File: src/rtl/sfod_pkg.sv
package sfod_pkg;

    localparam int HISTORY_DEPTH = 64;

    localparam int BAND_W   = 15;
    localparam int TIME_W   = 64;
    localparam int GAIN_W   = 16;
    localparam int REFR_W   = 24;
    localparam int FLUX_W   = 17;
    localparam int THR_W    = 20;
    localparam int STR_W    = 16;
    localparam int WEIGHT_W = 16;
    localparam int MUL_W    = 32;
    localparam int PADDR_W  = 4;
    localparam int PDATA_W  = 32;
    localparam int FRAC_SH  = 12;
    localparam int ROUND_SH = 15;

    localparam int AW      = $clog2(HISTORY_DEPTH);
    localparam int CW      = $clog2(HISTORY_DEPTH + 1);
    localparam int FACC_W  = BAND_W + WEIGHT_W + 3;
    localparam int S1_W    = FLUX_W + CW;
    localparam int S2_W    = 2 * FLUX_W + CW;
    localparam int D_W     = S2_W + CW;
    localparam int SQ_TOP  = ((D_W - 1) / 2) * 2;
    localparam int R_W     = (D_W + 1) / 2;
    localparam int NUM_W   = (((GAIN_W + R_W) > (S1_W + FRAC_SH)) ?
                              (GAIN_W + R_W) : (S1_W + FRAC_SH)) + 2;
    localparam int DEN_W   = FRAC_SH + CW;
    localparam int DIV_W   = (THR_W > DEN_W) ? THR_W : DEN_W;
    localparam int DIV_CW  = $clog2(NUM_W + 1);

    localparam logic [FLUX_W-1:0] FLUX_MAX       = '1;
    localparam logic [THR_W-1:0]  THR_MAX        = '1;
    localparam logic [STR_W-1:0]  STR_MAX        = STR_W'(32768);
    localparam logic [TIME_W-1:0] LAST_ONSET_RST = 64'hC000_0000_0000_0000;
    localparam logic [GAIN_W-1:0] GAIN_RST       = GAIN_W'(7373);
    localparam logic [REFR_W-1:0] REFR_RST       = REFR_W'(150000);
    localparam logic [FLUX_W-1:0] FLOOR_RST      = FLUX_W'(655);

    localparam logic [WEIGHT_W-1:0] BAND_COEF [4] =
        '{16'd32768, 16'd19661, 16'd9830, 16'd4915};

    typedef enum logic [1:0] {
        REG_THRESHOLD_GAIN  = 2'd0,
        REG_REFRACTORY_TIME = 2'd1,
        REG_THR_FLOOR       = 2'd2
    } reg_idx_t;

    typedef enum logic [2:0] {
        MD_NONE = 3'd0,
        MD_FLUX = 3'd1,
        MD_S2   = 3'd2,
        MD_SQ   = 3'd3,
        MD_NLO  = 3'd4,
        MD_NHI  = 3'd5,
        MD_GR   = 3'd6
    } mul_dst_t;

endpackage

File: src/rtl/sfod_if.sv
interface sfod_frame_if
    import sfod_pkg::*;
();
    logic                     valid;
    logic                     ready;
    logic [BAND_W-1:0]        band_zero;
    logic [BAND_W-1:0]        band_one;
    logic [BAND_W-1:0]        band_two;
    logic [BAND_W-1:0]        band_three;
    logic signed [TIME_W-1:0] time_us;

    modport source (output valid, band_zero, band_one, band_two, band_three, time_us,
                    input ready);
    modport sink   (input valid, band_zero, band_one, band_two, band_three, time_us,
                    output ready);
endinterface

interface sfod_result_if
    import sfod_pkg::*;
();
    logic              valid;
    logic              ready;
    logic              onset;
    logic [STR_W-1:0]  strength;
    logic [FLUX_W-1:0] flux_value;
    logic [THR_W-1:0]  threshold_value;

    modport source (output valid, onset, strength, flux_value, threshold_value,
                    input ready);
    modport sink   (input valid, onset, strength, flux_value, threshold_value,
                    output ready);
endinterface

File: src/rtl/spectral_flux_onset_detector.sv
// Channel     Dir  Handshake      Payload
// frame_in    in   valid/ready    band_zero..band_three, time_us
// result_out  out  valid/ready    onset, strength, flux_value, threshold_value
// apb         in   psel/penable   threshold_gain, refractory_time, thr_floor
//
// First frame: no flux work. Later frames run the flux, history, square root and
// division steps (the last two skipped while the history is empty), plus a second
// division when an onset has a nonzero threshold, using the 42-step serial divider,
// the 24-step square root and one history read per cycle through one multiplier.
// rst_n clears control state at once; no clearing pass. A waiting result holds in
// the output register and blocks only the end of the next frame.
module spectral_flux_onset_detector
    import sfod_pkg::*;
(
    input  logic                clk,
    input  logic                rst_n,
    sfod_frame_if.sink          frame_in,
    sfod_result_if.source       result_out,
    input  logic                psel,
    input  logic                penable,
    input  logic                pwrite,
    input  logic [PADDR_W-1:0]  paddr,
    input  logic [PDATA_W-1:0]  pwdata,
    output logic [PDATA_W-1:0]  prdata,
    output logic                pready
);

    typedef enum logic [16:0] {
        ST_IDLE   = 17'h00001,
        ST_FLUX   = 17'h00002,
        ST_HIST   = 17'h00004,
        ST_STQ    = 17'h00008,
        ST_SNL    = 17'h00010,
        ST_SNH    = 17'h00020,
        ST_SWAIT  = 17'h00040,
        ST_DCALC  = 17'h00080,
        ST_SQRT   = 17'h00100,
        ST_GR     = 17'h00200,
        ST_GRW    = 17'h00400,
        ST_DSTART = 17'h00800,
        ST_DIVW   = 17'h01000,
        ST_THR    = 17'h02000,
        ST_ONS    = 17'h04000,
        ST_SDIV   = 17'h08000,
        ST_DONE   = 17'h10000
    } state_t;

    state_t              state_reg, state_next;

    logic [GAIN_W-1:0]   gain_reg;
    logic [REFR_W-1:0]   refr_reg;
    logic [FLUX_W-1:0]   floor_reg;

    logic                primed_reg;
    logic [BAND_W-1:0]   bands_reg [4];
    logic [BAND_W-1:0]   prev_reg  [4];
    logic [TIME_W-1:0]   time_reg;
    logic [1:0]          j_reg;
    logic [FACC_W-1:0]   acc_reg;

    logic [FLUX_W-1:0]   hist_mem [HISTORY_DEPTH];
    logic [FLUX_W-1:0]   hdata_reg;
    logic [CW-1:0]       k_reg;
    logic                v1_reg;
    logic [S1_W-1:0]     s1_reg;
    logic [S2_W-1:0]     s2_reg;

    logic [MUL_W-1:0]    mul_a, mul_b;
    logic                mul_go;
    mul_dst_t            mul_dst;
    logic [2*MUL_W-1:0]  prod_reg;
    logic                pv_reg;
    mul_dst_t            pdst_reg;

    logic [D_W-1:0]      sq_reg, ns2_reg;
    logic [D_W-1:0]      rem_reg, res_reg, bit_reg;
    logic [D_W-1:0]      trial;
    logic                trial_ge;
    logic [NUM_W-1:0]    num_reg;
    logic [NUM_W-1:0]    tq_reg;

    logic [AW-1:0]       wr_idx_reg;
    logic [CW-1:0]       count_reg;
    logic [TIME_W-1:0]   last_reg;
    logic [FLUX_W-1:0]   lflux_reg;
    logic [THR_W-1:0]    lthr_reg;
    logic                onset_reg;
    logic [STR_W-1:0]    strength_reg;

    logic                ov_reg;
    logic                o_onset_reg;
    logic [STR_W-1:0]    o_str_reg;
    logic [FLUX_W-1:0]   o_flux_reg;
    logic [THR_W-1:0]    o_thr_reg;

    logic                accept;
    logic                issue;
    logic                load_out;
    logic [BAND_W-1:0]   sel_band, sel_prev, rise;
    logic [FACC_W-1:0]   fsum;
    logic [FLUX_W-1:0]   flux_fin;
    logic [NUM_W-1:0]    t_floor;
    logic [THR_W-1:0]    thr_fin;
    logic                fire;
    logic                early;
    logic [TIME_W-1:0]   elapsed;
    logic [FLUX_W-1:0]   diff;
    logic                div_start, div_done;
    logic [NUM_W-1:0]    div_dividend, div_quotient;
    logic [DIV_W-1:0]    div_divisor;
    logic                cfg_wr;
    reg_idx_t            cfg_idx;

    function automatic logic [STR_W-1:0] clamp_str(input logic [NUM_W-1:0] v);
        return (v > NUM_W'(STR_MAX)) ? STR_MAX : v[STR_W-1:0];
    endfunction

    assign accept   = frame_in.valid && frame_in.ready;
    assign frame_in.ready = (state_reg == ST_IDLE);
    assign issue    = (state_reg == ST_HIST) && (k_reg < count_reg);
    assign load_out = (state_reg == ST_DONE) && (!ov_reg || result_out.ready);

    assign cfg_wr  = psel && penable && pwrite;
    assign cfg_idx = reg_idx_t'(paddr[PADDR_W-1:2]);
    assign pready  = 1'b1;

    always_comb
    begin
        unique case (cfg_idx)
            REG_THRESHOLD_GAIN:  prdata = PDATA_W'(gain_reg);
            REG_REFRACTORY_TIME: prdata = PDATA_W'(refr_reg);
            REG_THR_FLOOR:       prdata = PDATA_W'(floor_reg);
            default:             prdata = '0;
        endcase
    end

    always_comb
    begin
        sel_band = bands_reg[j_reg];
        sel_prev = prev_reg[j_reg];
        rise     = (sel_band > sel_prev) ? sel_band - sel_prev : '0;

        fsum     = acc_reg + FACC_W'(16384);
        flux_fin = ((fsum >> ROUND_SH) > FACC_W'(FLUX_MAX)) ? FLUX_MAX
                 : fsum[ROUND_SH +: FLUX_W];

        t_floor  = (tq_reg < NUM_W'(floor_reg)) ? NUM_W'(floor_reg) : tq_reg;
        thr_fin  = (t_floor > NUM_W'(THR_MAX)) ? THR_MAX : t_floor[THR_W-1:0];

        trial    = res_reg + bit_reg;
        trial_ge = rem_reg >= trial;

        early    = $signed(time_reg) < $signed(last_reg);
        elapsed  = time_reg - last_reg;
        fire     = (count_reg >= CW'(HISTORY_DEPTH / 4))
                && (THR_W'(lflux_reg) > lthr_reg)
                && (early || (elapsed >= TIME_W'(refr_reg)));
        diff     = lflux_reg - lthr_reg[FLUX_W-1:0];
    end

    always_comb
    begin
        mul_a   = '0;
        mul_b   = '0;
        mul_go  = 1'b0;
        mul_dst = MD_NONE;
        unique case (state_reg)
            ST_FLUX:
            begin
                mul_a   = MUL_W'(rise);
                mul_b   = MUL_W'(BAND_COEF[j_reg]);
                mul_go  = 1'b1;
                mul_dst = MD_FLUX;
            end
            ST_HIST:
            begin
                mul_a   = MUL_W'(hdata_reg);
                mul_b   = MUL_W'(hdata_reg);
                mul_go  = v1_reg;
                mul_dst = MD_S2;
            end
            ST_STQ:
            begin
                mul_a   = MUL_W'(s1_reg);
                mul_b   = MUL_W'(s1_reg);
                mul_go  = 1'b1;
                mul_dst = MD_SQ;
            end
            ST_SNL:
            begin
                mul_a   = MUL_W'(count_reg);
                mul_b   = s2_reg[MUL_W-1:0];
                mul_go  = 1'b1;
                mul_dst = MD_NLO;
            end
            ST_SNH:
            begin
                mul_a   = MUL_W'(count_reg);
                mul_b   = MUL_W'(s2_reg[S2_W-1:MUL_W]);
                mul_go  = 1'b1;
                mul_dst = MD_NHI;
            end
            ST_GR:
            begin
                mul_a   = MUL_W'(gain_reg);
                mul_b   = MUL_W'(res_reg[R_W-1:0]);
                mul_go  = 1'b1;
                mul_dst = MD_GR;
            end
            default:
            begin
                mul_go  = 1'b0;
            end
        endcase
    end

    always_comb
    begin
        div_start = (state_reg == ST_DSTART)
                 || ((state_reg == ST_ONS) && fire && (lthr_reg != '0));
        if (state_reg == ST_DSTART)
        begin
            div_dividend = num_reg + NUM_W'({count_reg, {(FRAC_SH - 1){1'b0}}});
            div_divisor  = DIV_W'({count_reg, {FRAC_SH{1'b0}}});
        end
        else
        begin
            div_dividend = NUM_W'({diff, {ROUND_SH{1'b0}}});
            div_divisor  = DIV_W'(lthr_reg);
        end
    end

    sfod_div u_div (
        .clk      (clk),
        .rst_n    (rst_n),
        .start    (div_start),
        .dividend (div_dividend),
        .divisor  (div_divisor),
        .done     (div_done),
        .quotient (div_quotient)
    );

    always_comb
    begin
        state_next = state_reg;
        unique case (state_reg)
            ST_IDLE:   if (accept) state_next = primed_reg ? ST_FLUX : ST_DONE;
            ST_FLUX:   if (j_reg == 2'd3) state_next = ST_HIST;
            ST_HIST:
            begin
                if (count_reg == '0)
                    state_next = ST_THR;
                else if ((k_reg == count_reg) && !v1_reg && !pv_reg)
                    state_next = ST_STQ;
            end
            ST_STQ:    state_next = ST_SNL;
            ST_SNL:    state_next = ST_SNH;
            ST_SNH:    state_next = ST_SWAIT;
            ST_SWAIT:  state_next = ST_DCALC;
            ST_DCALC:  state_next = ST_SQRT;
            ST_SQRT:   if (bit_reg[0]) state_next = ST_GR;
            ST_GR:     state_next = ST_GRW;
            ST_GRW:    state_next = ST_DSTART;
            ST_DSTART: state_next = ST_DIVW;
            ST_DIVW:   if (div_done) state_next = ST_THR;
            ST_THR:    state_next = ST_ONS;
            ST_ONS:    state_next = div_start ? ST_SDIV : ST_DONE;
            ST_SDIV:   if (div_done) state_next = ST_DONE;
            ST_DONE:   if (load_out) state_next = ST_IDLE;
            default:   state_next = ST_IDLE;
        endcase
    end

    always_ff @(posedge clk or negedge rst_n)
    begin
        if (!rst_n)
        begin
            state_reg  <= ST_IDLE;
            gain_reg   <= GAIN_RST;
            refr_reg   <= REFR_RST;
            floor_reg  <= FLOOR_RST;
            primed_reg <= 1'b0;
            j_reg      <= '0;
            k_reg      <= '0;
            v1_reg     <= 1'b0;
            pv_reg     <= 1'b0;
            wr_idx_reg <= '0;
            count_reg  <= '0;
            last_reg   <= LAST_ONSET_RST;
            lflux_reg  <= '0;
            lthr_reg   <= '0;
            ov_reg     <= 1'b0;
        end
        else
        begin
            state_reg <= state_next;
            pv_reg    <= mul_go;
            v1_reg    <= issue;

            if (cfg_wr)
            begin
                unique case (cfg_idx)
                    REG_THRESHOLD_GAIN:  gain_reg  <= pwdata[GAIN_W-1:0];
                    REG_REFRACTORY_TIME: refr_reg  <= pwdata[REFR_W-1:0];
                    REG_THR_FLOOR:       floor_reg <= pwdata[FLUX_W-1:0];
                    default:             ;
                endcase
            end

            if (accept)
            begin
                primed_reg <= 1'b1;
                j_reg      <= '0;
                k_reg      <= '0;
            end
            if (state_reg == ST_FLUX)
                j_reg <= j_reg + 1'b1;
            if (issue)
                k_reg <= k_reg + 1'b1;

            if (state_reg == ST_THR)
            begin
                lflux_reg  <= flux_fin;
                lthr_reg   <= thr_fin;
                wr_idx_reg <= (wr_idx_reg == AW'(HISTORY_DEPTH - 1)) ? '0
                            : wr_idx_reg + 1'b1;
                if (count_reg < CW'(HISTORY_DEPTH))
                    count_reg <= count_reg + 1'b1;
            end

            if ((state_reg == ST_ONS) && fire)
                last_reg <= time_reg;

            if (load_out)
                ov_reg <= 1'b1;
            else if (ov_reg && result_out.ready)
                ov_reg <= 1'b0;
        end
    end

    always_ff @(posedge clk)
    begin
        if (state_reg == ST_THR)
            hist_mem[wr_idx_reg] <= flux_fin;
        hdata_reg <= hist_mem[k_reg[AW-1:0]];
    end

    always_ff @(posedge clk)
    begin
        prod_reg <= mul_a * mul_b;
        pdst_reg <= mul_dst;

        if (accept)
        begin
            bands_reg[0] <= frame_in.band_zero;
            bands_reg[1] <= frame_in.band_one;
            bands_reg[2] <= frame_in.band_two;
            bands_reg[3] <= frame_in.band_three;
            time_reg     <= frame_in.time_us;
            acc_reg      <= '0;
            s1_reg       <= '0;
            s2_reg       <= '0;
            tq_reg       <= '0;
            onset_reg    <= 1'b0;
            strength_reg <= '0;
            if (!primed_reg)
            begin
                prev_reg[0] <= frame_in.band_zero;
                prev_reg[1] <= frame_in.band_one;
                prev_reg[2] <= frame_in.band_two;
                prev_reg[3] <= frame_in.band_three;
            end
        end

        if ((state_reg == ST_FLUX) && (j_reg == 2'd3))
            prev_reg <= bands_reg;

        if (v1_reg)
            s1_reg <= s1_reg + S1_W'(hdata_reg);

        if (pv_reg)
        begin
            case (pdst_reg)
                MD_FLUX: acc_reg <= acc_reg + FACC_W'(prod_reg);
                MD_S2:   s2_reg  <= s2_reg + S2_W'(prod_reg);
                MD_SQ:   sq_reg  <= D_W'(prod_reg);
                MD_NLO:  ns2_reg <= D_W'(prod_reg);
                MD_NHI:  ns2_reg <= ns2_reg + {prod_reg[D_W-MUL_W-1:0], {MUL_W{1'b0}}};
                MD_GR:   num_reg <= NUM_W'({s1_reg, {FRAC_SH{1'b0}}}) + NUM_W'(prod_reg);
                default: ;
            endcase
        end

        if (state_reg == ST_DCALC)
        begin
            rem_reg <= (ns2_reg > sq_reg) ? ns2_reg - sq_reg : '0;
            res_reg <= '0;
            bit_reg <= D_W'(1) << SQ_TOP;
        end
        else if (state_reg == ST_SQRT)
        begin
            if (trial_ge)
            begin
                rem_reg <= rem_reg - trial;
                res_reg <= (res_reg >> 1) + bit_reg;
            end
            else
            begin
                res_reg <= res_reg >> 1;
            end
            bit_reg <= bit_reg >> 2;
        end

        if ((state_reg == ST_DIVW) && div_done)
            tq_reg <= div_quotient;

        if (state_reg == ST_ONS)
        begin
            onset_reg    <= fire;
            strength_reg <= (fire && (lthr_reg == '0)) ? clamp_str(NUM_W'(diff)) : '0;
        end
        if ((state_reg == ST_SDIV) && div_done)
            strength_reg <= clamp_str(div_quotient);

        if (load_out)
        begin
            o_onset_reg <= onset_reg;
            o_str_reg   <= strength_reg;
            o_flux_reg  <= lflux_reg;
            o_thr_reg   <= lthr_reg;
        end
    end

    assign result_out.valid           = ov_reg;
    assign result_out.onset           = o_onset_reg;
    assign result_out.strength        = o_str_reg;
    assign result_out.flux_value      = o_flux_reg;
    assign result_out.threshold_value = o_thr_reg;

endmodule

File: src/rtl/sfod_div.sv
module sfod_div
    import sfod_pkg::*;
(
    input  logic             clk,
    input  logic             rst_n,
    input  logic             start,
    input  logic [NUM_W-1:0] dividend,
    input  logic [DIV_W-1:0] divisor,
    output logic             done,
    output logic [NUM_W-1:0] quotient
);

    logic [DIV_W:0]      rem_reg;
    logic [NUM_W-1:0]    quo_reg;
    logic [DIV_W-1:0]    dsr_reg;
    logic [DIV_CW-1:0]   cnt_reg;
    logic                busy_reg;
    logic                done_reg;
    logic [DIV_W:0]      shifted;
    logic                fits;

    always_comb
    begin
        shifted = {rem_reg[DIV_W-1:0], quo_reg[NUM_W-1]};
        fits    = shifted >= {1'b0, dsr_reg};
    end

    always_ff @(posedge clk or negedge rst_n)
    begin
        if (!rst_n)
        begin
            busy_reg <= 1'b0;
            done_reg <= 1'b0;
            cnt_reg  <= '0;
        end
        else
        begin
            done_reg <= 1'b0;
            if (start)
            begin
                busy_reg <= 1'b1;
                cnt_reg  <= DIV_CW'(NUM_W);
            end
            else if (busy_reg)
            begin
                cnt_reg <= cnt_reg - 1'b1;
                if (cnt_reg == DIV_CW'(1))
                begin
                    busy_reg <= 1'b0;
                    done_reg <= 1'b1;
                end
            end
        end
    end

    always_ff @(posedge clk)
    begin
        if (start)
        begin
            rem_reg <= '0;
            quo_reg <= dividend;
            dsr_reg <= divisor;
        end
        else if (busy_reg)
        begin
            rem_reg <= fits ? shifted - {1'b0, dsr_reg} : shifted;
            quo_reg <= {quo_reg[NUM_W-2:0], fits};
        end
    end

    assign done     = done_reg;
    assign quotient = quo_reg;

endmodule

File: src/flat_wrapper.sv
// flat-port wrapper written by rule: the top's interface ports become plain ports
module spectral_flux_onset_detector_flat import sfod_pkg::*;
  (clk, rst_n, psel, penable, pwrite, paddr, pwdata, prdata, pready, frame_in_valid, frame_in_band_zero, frame_in_band_one, frame_in_band_two, frame_in_band_three, frame_in_time_us, frame_in_ready, result_out_valid, result_out_onset, result_out_strength, result_out_flux_value, result_out_threshold_value, result_out_ready);
  sfod_frame_if frame_in_i ();
  sfod_result_if result_out_i ();
  input  logic clk;
  input  logic rst_n;
  input  logic psel;
  input  logic penable;
  input  logic pwrite;
  input  logic [PADDR_W-1:0] paddr;
  input  logic [PDATA_W-1:0] pwdata;
  output logic [PDATA_W-1:0] prdata;
  output logic pready;
  input wire logic [$bits(frame_in_i.valid)-1:0] frame_in_valid;
  input wire logic [$bits(frame_in_i.band_zero)-1:0] frame_in_band_zero;
  input wire logic [$bits(frame_in_i.band_one)-1:0] frame_in_band_one;
  input wire logic [$bits(frame_in_i.band_two)-1:0] frame_in_band_two;
  input wire logic [$bits(frame_in_i.band_three)-1:0] frame_in_band_three;
  input wire logic [$bits(frame_in_i.time_us)-1:0] frame_in_time_us;
  output wire logic [$bits(frame_in_i.ready)-1:0] frame_in_ready;
  output wire logic [$bits(result_out_i.valid)-1:0] result_out_valid;
  output wire logic [$bits(result_out_i.onset)-1:0] result_out_onset;
  output wire logic [$bits(result_out_i.strength)-1:0] result_out_strength;
  output wire logic [$bits(result_out_i.flux_value)-1:0] result_out_flux_value;
  output wire logic [$bits(result_out_i.threshold_value)-1:0] result_out_threshold_value;
  input wire logic [$bits(result_out_i.ready)-1:0] result_out_ready;
  assign frame_in_i.valid = frame_in_valid;
  assign frame_in_i.band_zero = frame_in_band_zero;
  assign frame_in_i.band_one = frame_in_band_one;
  assign frame_in_i.band_two = frame_in_band_two;
  assign frame_in_i.band_three = frame_in_band_three;
  assign frame_in_i.time_us = frame_in_time_us;
  assign frame_in_ready = frame_in_i.ready;
  assign result_out_valid = result_out_i.valid;
  assign result_out_onset = result_out_i.onset;
  assign result_out_strength = result_out_i.strength;
  assign result_out_flux_value = result_out_i.flux_value;
  assign result_out_threshold_value = result_out_i.threshold_value;
  assign result_out_i.ready = result_out_ready;
  spectral_flux_onset_detector u_core (.clk(clk), .rst_n(rst_n), .frame_in(frame_in_i), .result_out(result_out_i), .psel(psel), .penable(penable), .pwrite(pwrite), .paddr(paddr), .pwdata(pwdata), .prdata(prdata), .pready(pready));
endmodule
File: config.mk
export PLATFORM = sky130hd
export DESIGN_NAME = spectral_flux_onset_detector_flat
export DESIGN_NICKNAME = d
export VERILOG_FILES = /design/src/rtl/sfod_pkg.sv /design/src/rtl/sfod_if.sv /design/src/rtl/spectral_flux_onset_detector.sv /design/src/rtl/sfod_div.sv /design/src/flat_wrapper.sv
export SDC_FILE = /design/constraint.sdc
export NUM_CORES = 2
export LEC_CHECK = 0
export ABC_AREA = 1
export BUFFER_PORTS_ARGS = -buffer_cell sky130_fd_sc_hd__buf_4
export CORE_MARGIN = 3
export CORE_UTILIZATION = 55
export CTS_CLUSTER_DIAMETER = 80
export CTS_CLUSTER_SIZE = 24
export DETAILED_ROUTE_END_ITERATION = 12
export GPL_TIMING_DRIVEN = 0
export PLACE_DENSITY_LB_ADDON = 0.1
export SLEW_MARGIN = 20
export SYNTH_ARGS = -nofsm -noshare
export SYNTH_HDL_FRONTEND = slang
export SYNTH_SLANG_ARGS = --single-unit
File: constraint.sdc
create_clock -name clk -period 18.4 [get_ports clk]
set_input_delay 1.84 -clock clk [delete_from_list [all_inputs] [get_ports clk]]
set_output_delay 1.84 -clock clk [all_outputs]
set_load 0.02 [all_outputs]
==> flow_summary.ini <==
[run_status]
status = finished, final reports clean

[setup_path]
worstSetupPathDepth = 44
r2r_start = u_core.j_reg[0]$_DFFE_PN0P_
worstSetupEndpointType = register
endpoint = u_core.prod_reg[42]$_DFF_P_
path_class = reg -> reg
cp_slowest_cell = a221oi_1
max_stage_delay_ns = 0.93
crit_buf_inv = 12
cp_common_cell = fa_1
required_ns = 19.16
crit_arrival_ns = 14.10
startpoint_type = register
r2r_setup_slack_ns = 5.06
path_max_fanout = 10
crit_start = u_core.j_reg[0]$_DFFE_PN0P_
r2r_end = u_core.prod_reg[42]$_DFF_P_
r2r_cells = 44
path_delay_family = adder cells

[global_routing]
grt_max_degree = 87
grt_antenna_before_repair = 40
grt_use_total = 0.401
grt_pass1_vias = 107000
grt_overflow = 0
grt_pass1_wl_um = 716000

[pwr]
power_density_mw_per_mm2 = 100
p_int_mw = 8.79
switchingPower_mw = 5.73
power_leakage_nw = 61.2
seqPwrFrac = 0.441
vdd_drop_max_mv = 0.123
clkPwrFrac = 0.212
combinationalPowerShare = 0.348
swShare = 0.395

[die]
pin_count = 256
die_x_um = 494
placementRows = 178
start_util = 0.555
die_h_um = 494
dieArea_mm2 = 0.244
core_area_mm2 = 0.236

[detailed_routing]
drcViolationCount = 0
routed_wl_um = 499000
viasPerCell = 6.08
drt-initial-drc-count = 15200
drt-pass1-iter-count = 7
vias = 111000
antenna_left = 0
wl_per_cell_um = 27.4

[cts]
cts-htree-levels = 3
cts_buffers = 120
cts_sinks = 2101
postCtsSetupBuffers = 0
insertion_delay_ns = 0.90
cts_tree = built
clockRootBuffer = clkbuf_16
hold_buffers = 0
cts_max_path_buffers = 3
cts_resized = 0
clkTransAtPathRegs_ns = 0.10

[synthesis]
ys.warnings.count = 0
netlist_area_mm2 = 0.131
synth_edf_count = 1657
synth_area_leaders = edfxtp_1 (38%), fa_1 (9.8%), nand2_1 (7.4%)
synth-seq-cells = 2101
yosys.area.top_type_share = 0.379
synth_seq_area_share = 0.455
syn_area_per_cell_um2 = 9.11
synth_largest_area_cell = edfxtp_1
yosysUniqueCellTypes = 80
async_flop_share = 0.0995
synthCells = 14400
synthFlopType = edfxtp_1

[place]
dp_cells = 18000
gp_congestion = 1.05
preCtsSetupSlack_ns = 5.41
numPortBuffers = 236
detailedPlacementHpwl_um = 397000
place_area_mm2 = 0.141

[cells_and_area]
finalInstanceArea_mm2 = 0.145
instances_no_fill = 18200
drive_gt1_frac = 0.0695
nFillCells = 20300
largest_register_ff_count = 1088
final_cell_mix = nand2_1 (2569), inv_1 (2191), edfxtp_1 (1657)
syn2layout_area_growth_pct = 10.3
nNetsFinal = 16400
final_common_cell = nand2_1
final_util = 0.612

[sta]
finalHoldViolCount = 0
max_freq_mhz = 75.0
finClkSkew_ns = 0.101
setup_violations = 0
period_needed_ns = 13.34
max_slew_margin = 0.104
worst_slack_ns = 5.06
final_max_slew_viol_count = 0
rsz0062_at_grt = false
tightest_slew_ns = 1.34
setup_tns_ns = 0
fin_crit_sh = 0.725

[flow_run]
max_cap_violations = 0

[min_path]
min_path_type = reg -> reg
## cell families (layout without fill, tap and decap cells)
logic type,after synthesis,count (layout),synth area share
buf+inv,2765,3335,0.0810
fa+ha+maj,1240,1240,0.155
simple gates,5102,5102,0.159
mux,2,2,0.000162
compound gates,2832,2832,0.125
flops,2101,2101,0.455
xor+xnor,354,354,0.0236
other cells,2,129,0.0000573
## power by group through the flow
stage / sequential [mW] / clock (mW) / combinational (mW)
6_report: 6.39 / 3.07 / 5.05
5_1_grt: 6.39 / 3.23 / 5.39
4_1_cts: 6.37 / 3.07 / 4.90
3_5_place_dp: 6.47 / 0 / 4.88
3_3_place_gp: 6.61 / 0 / 4.53
2_1_floorplan: 6.32 / 0 / 2.78
## cell usage after synthesis, types with 58 or more instances
master,instances
a21oi_1,773
a31oi_1,102
buf_2,68
clkbuf_1,401
dfrtp_1,184
dfxtp_1,235
edfxtp_1,1657
fa_1,644
ha_1,596
inv_1,2202
nand2_1,2576
nand3_1,390
nand4_1,148
nor2_1,1641
nor3_1,112
nor4_1,58
o211ai_1,76
o21ai_0,1145
o21ai_1,59
o21ai_2,68
o221ai_1,136
o22ai_1,209
xnor2_1,133
xor2_1,221
## layout make-up
type,count,area (µm²),share of cell area
multi-input cells,9639,62000,0.428
flip-flops and latches,2101,59700,0.413
inverters,2256,8480,0.0586
repair buffers,363,4340,0.0300
well taps,3150,3940,0.0272
clock buffers,152,3210,0.0222
plain buffers,509,2170,0.0150
clock inverters,55,817,0.00565
diodes,20,50.0,0.000346
## through the flow
stage	power [mW]	hold WS [ns]
CTS	14.3	0.432
global route	15.0	0.444
global placement	11.1	0.408
detailed placement	11.4	0.409
floorplan	9.11	0.400
finish	14.5	0.430
## worst min path at each step
stage	start	to	slack (ns)	cells after the start
6_report	u_core.strength_reg[2]$_DFFE_PP_	u_core.result_out.strength[2]$_DFFE_PP_	0.43	0
3_5_place_dp	u_core.strength_reg[2]$_DFFE_PP_	u_core.result_out.strength[2]$_DFFE_PP_	0.41	0
5_1_grt	u_core.prod_reg[45]$_DFF_P_	u_core.sq_reg[45]$_DFFE_PP_	0.44	0
3_3_place_gp	u_core.strength_reg[3]$_DFFE_PP_	u_core.result_out.strength[3]$_DFFE_PP_	0.41	0
4_1_cts	u_core.strength_reg[2]$_DFFE_PP_	u_core.result_out.strength[2]$_DFFE_PP_	0.43	0
2_1_floorplan	u_core.onset_reg$_SDFFCE_PN0P_	u_core.result_out.onset$_DFFE_PP_	0.40	0
## per-layer routing
layer,vias up,GRT usage,routed length (µm)
met5,-,0.00431,471
met4,18,0.202,30900
met3,1363,0.123,67400
met2,7159,0.598,213000
met1,53500,0.532,187000
li1,48900,-,-
## worst register-to-register path: cells and delay by family, from the launching register on
kind | cells | cell delay (ns)
fa+ha+maj | 9 | 4.33
flops | 1 | 0.63
buf+inv | 12 | 3.40
xor+xnor | 1 | 0.16
compound gates | 12 | 3.24
simple gates | 10 | 1.50
Note: power is estimated with default switching activity, not from simulation.
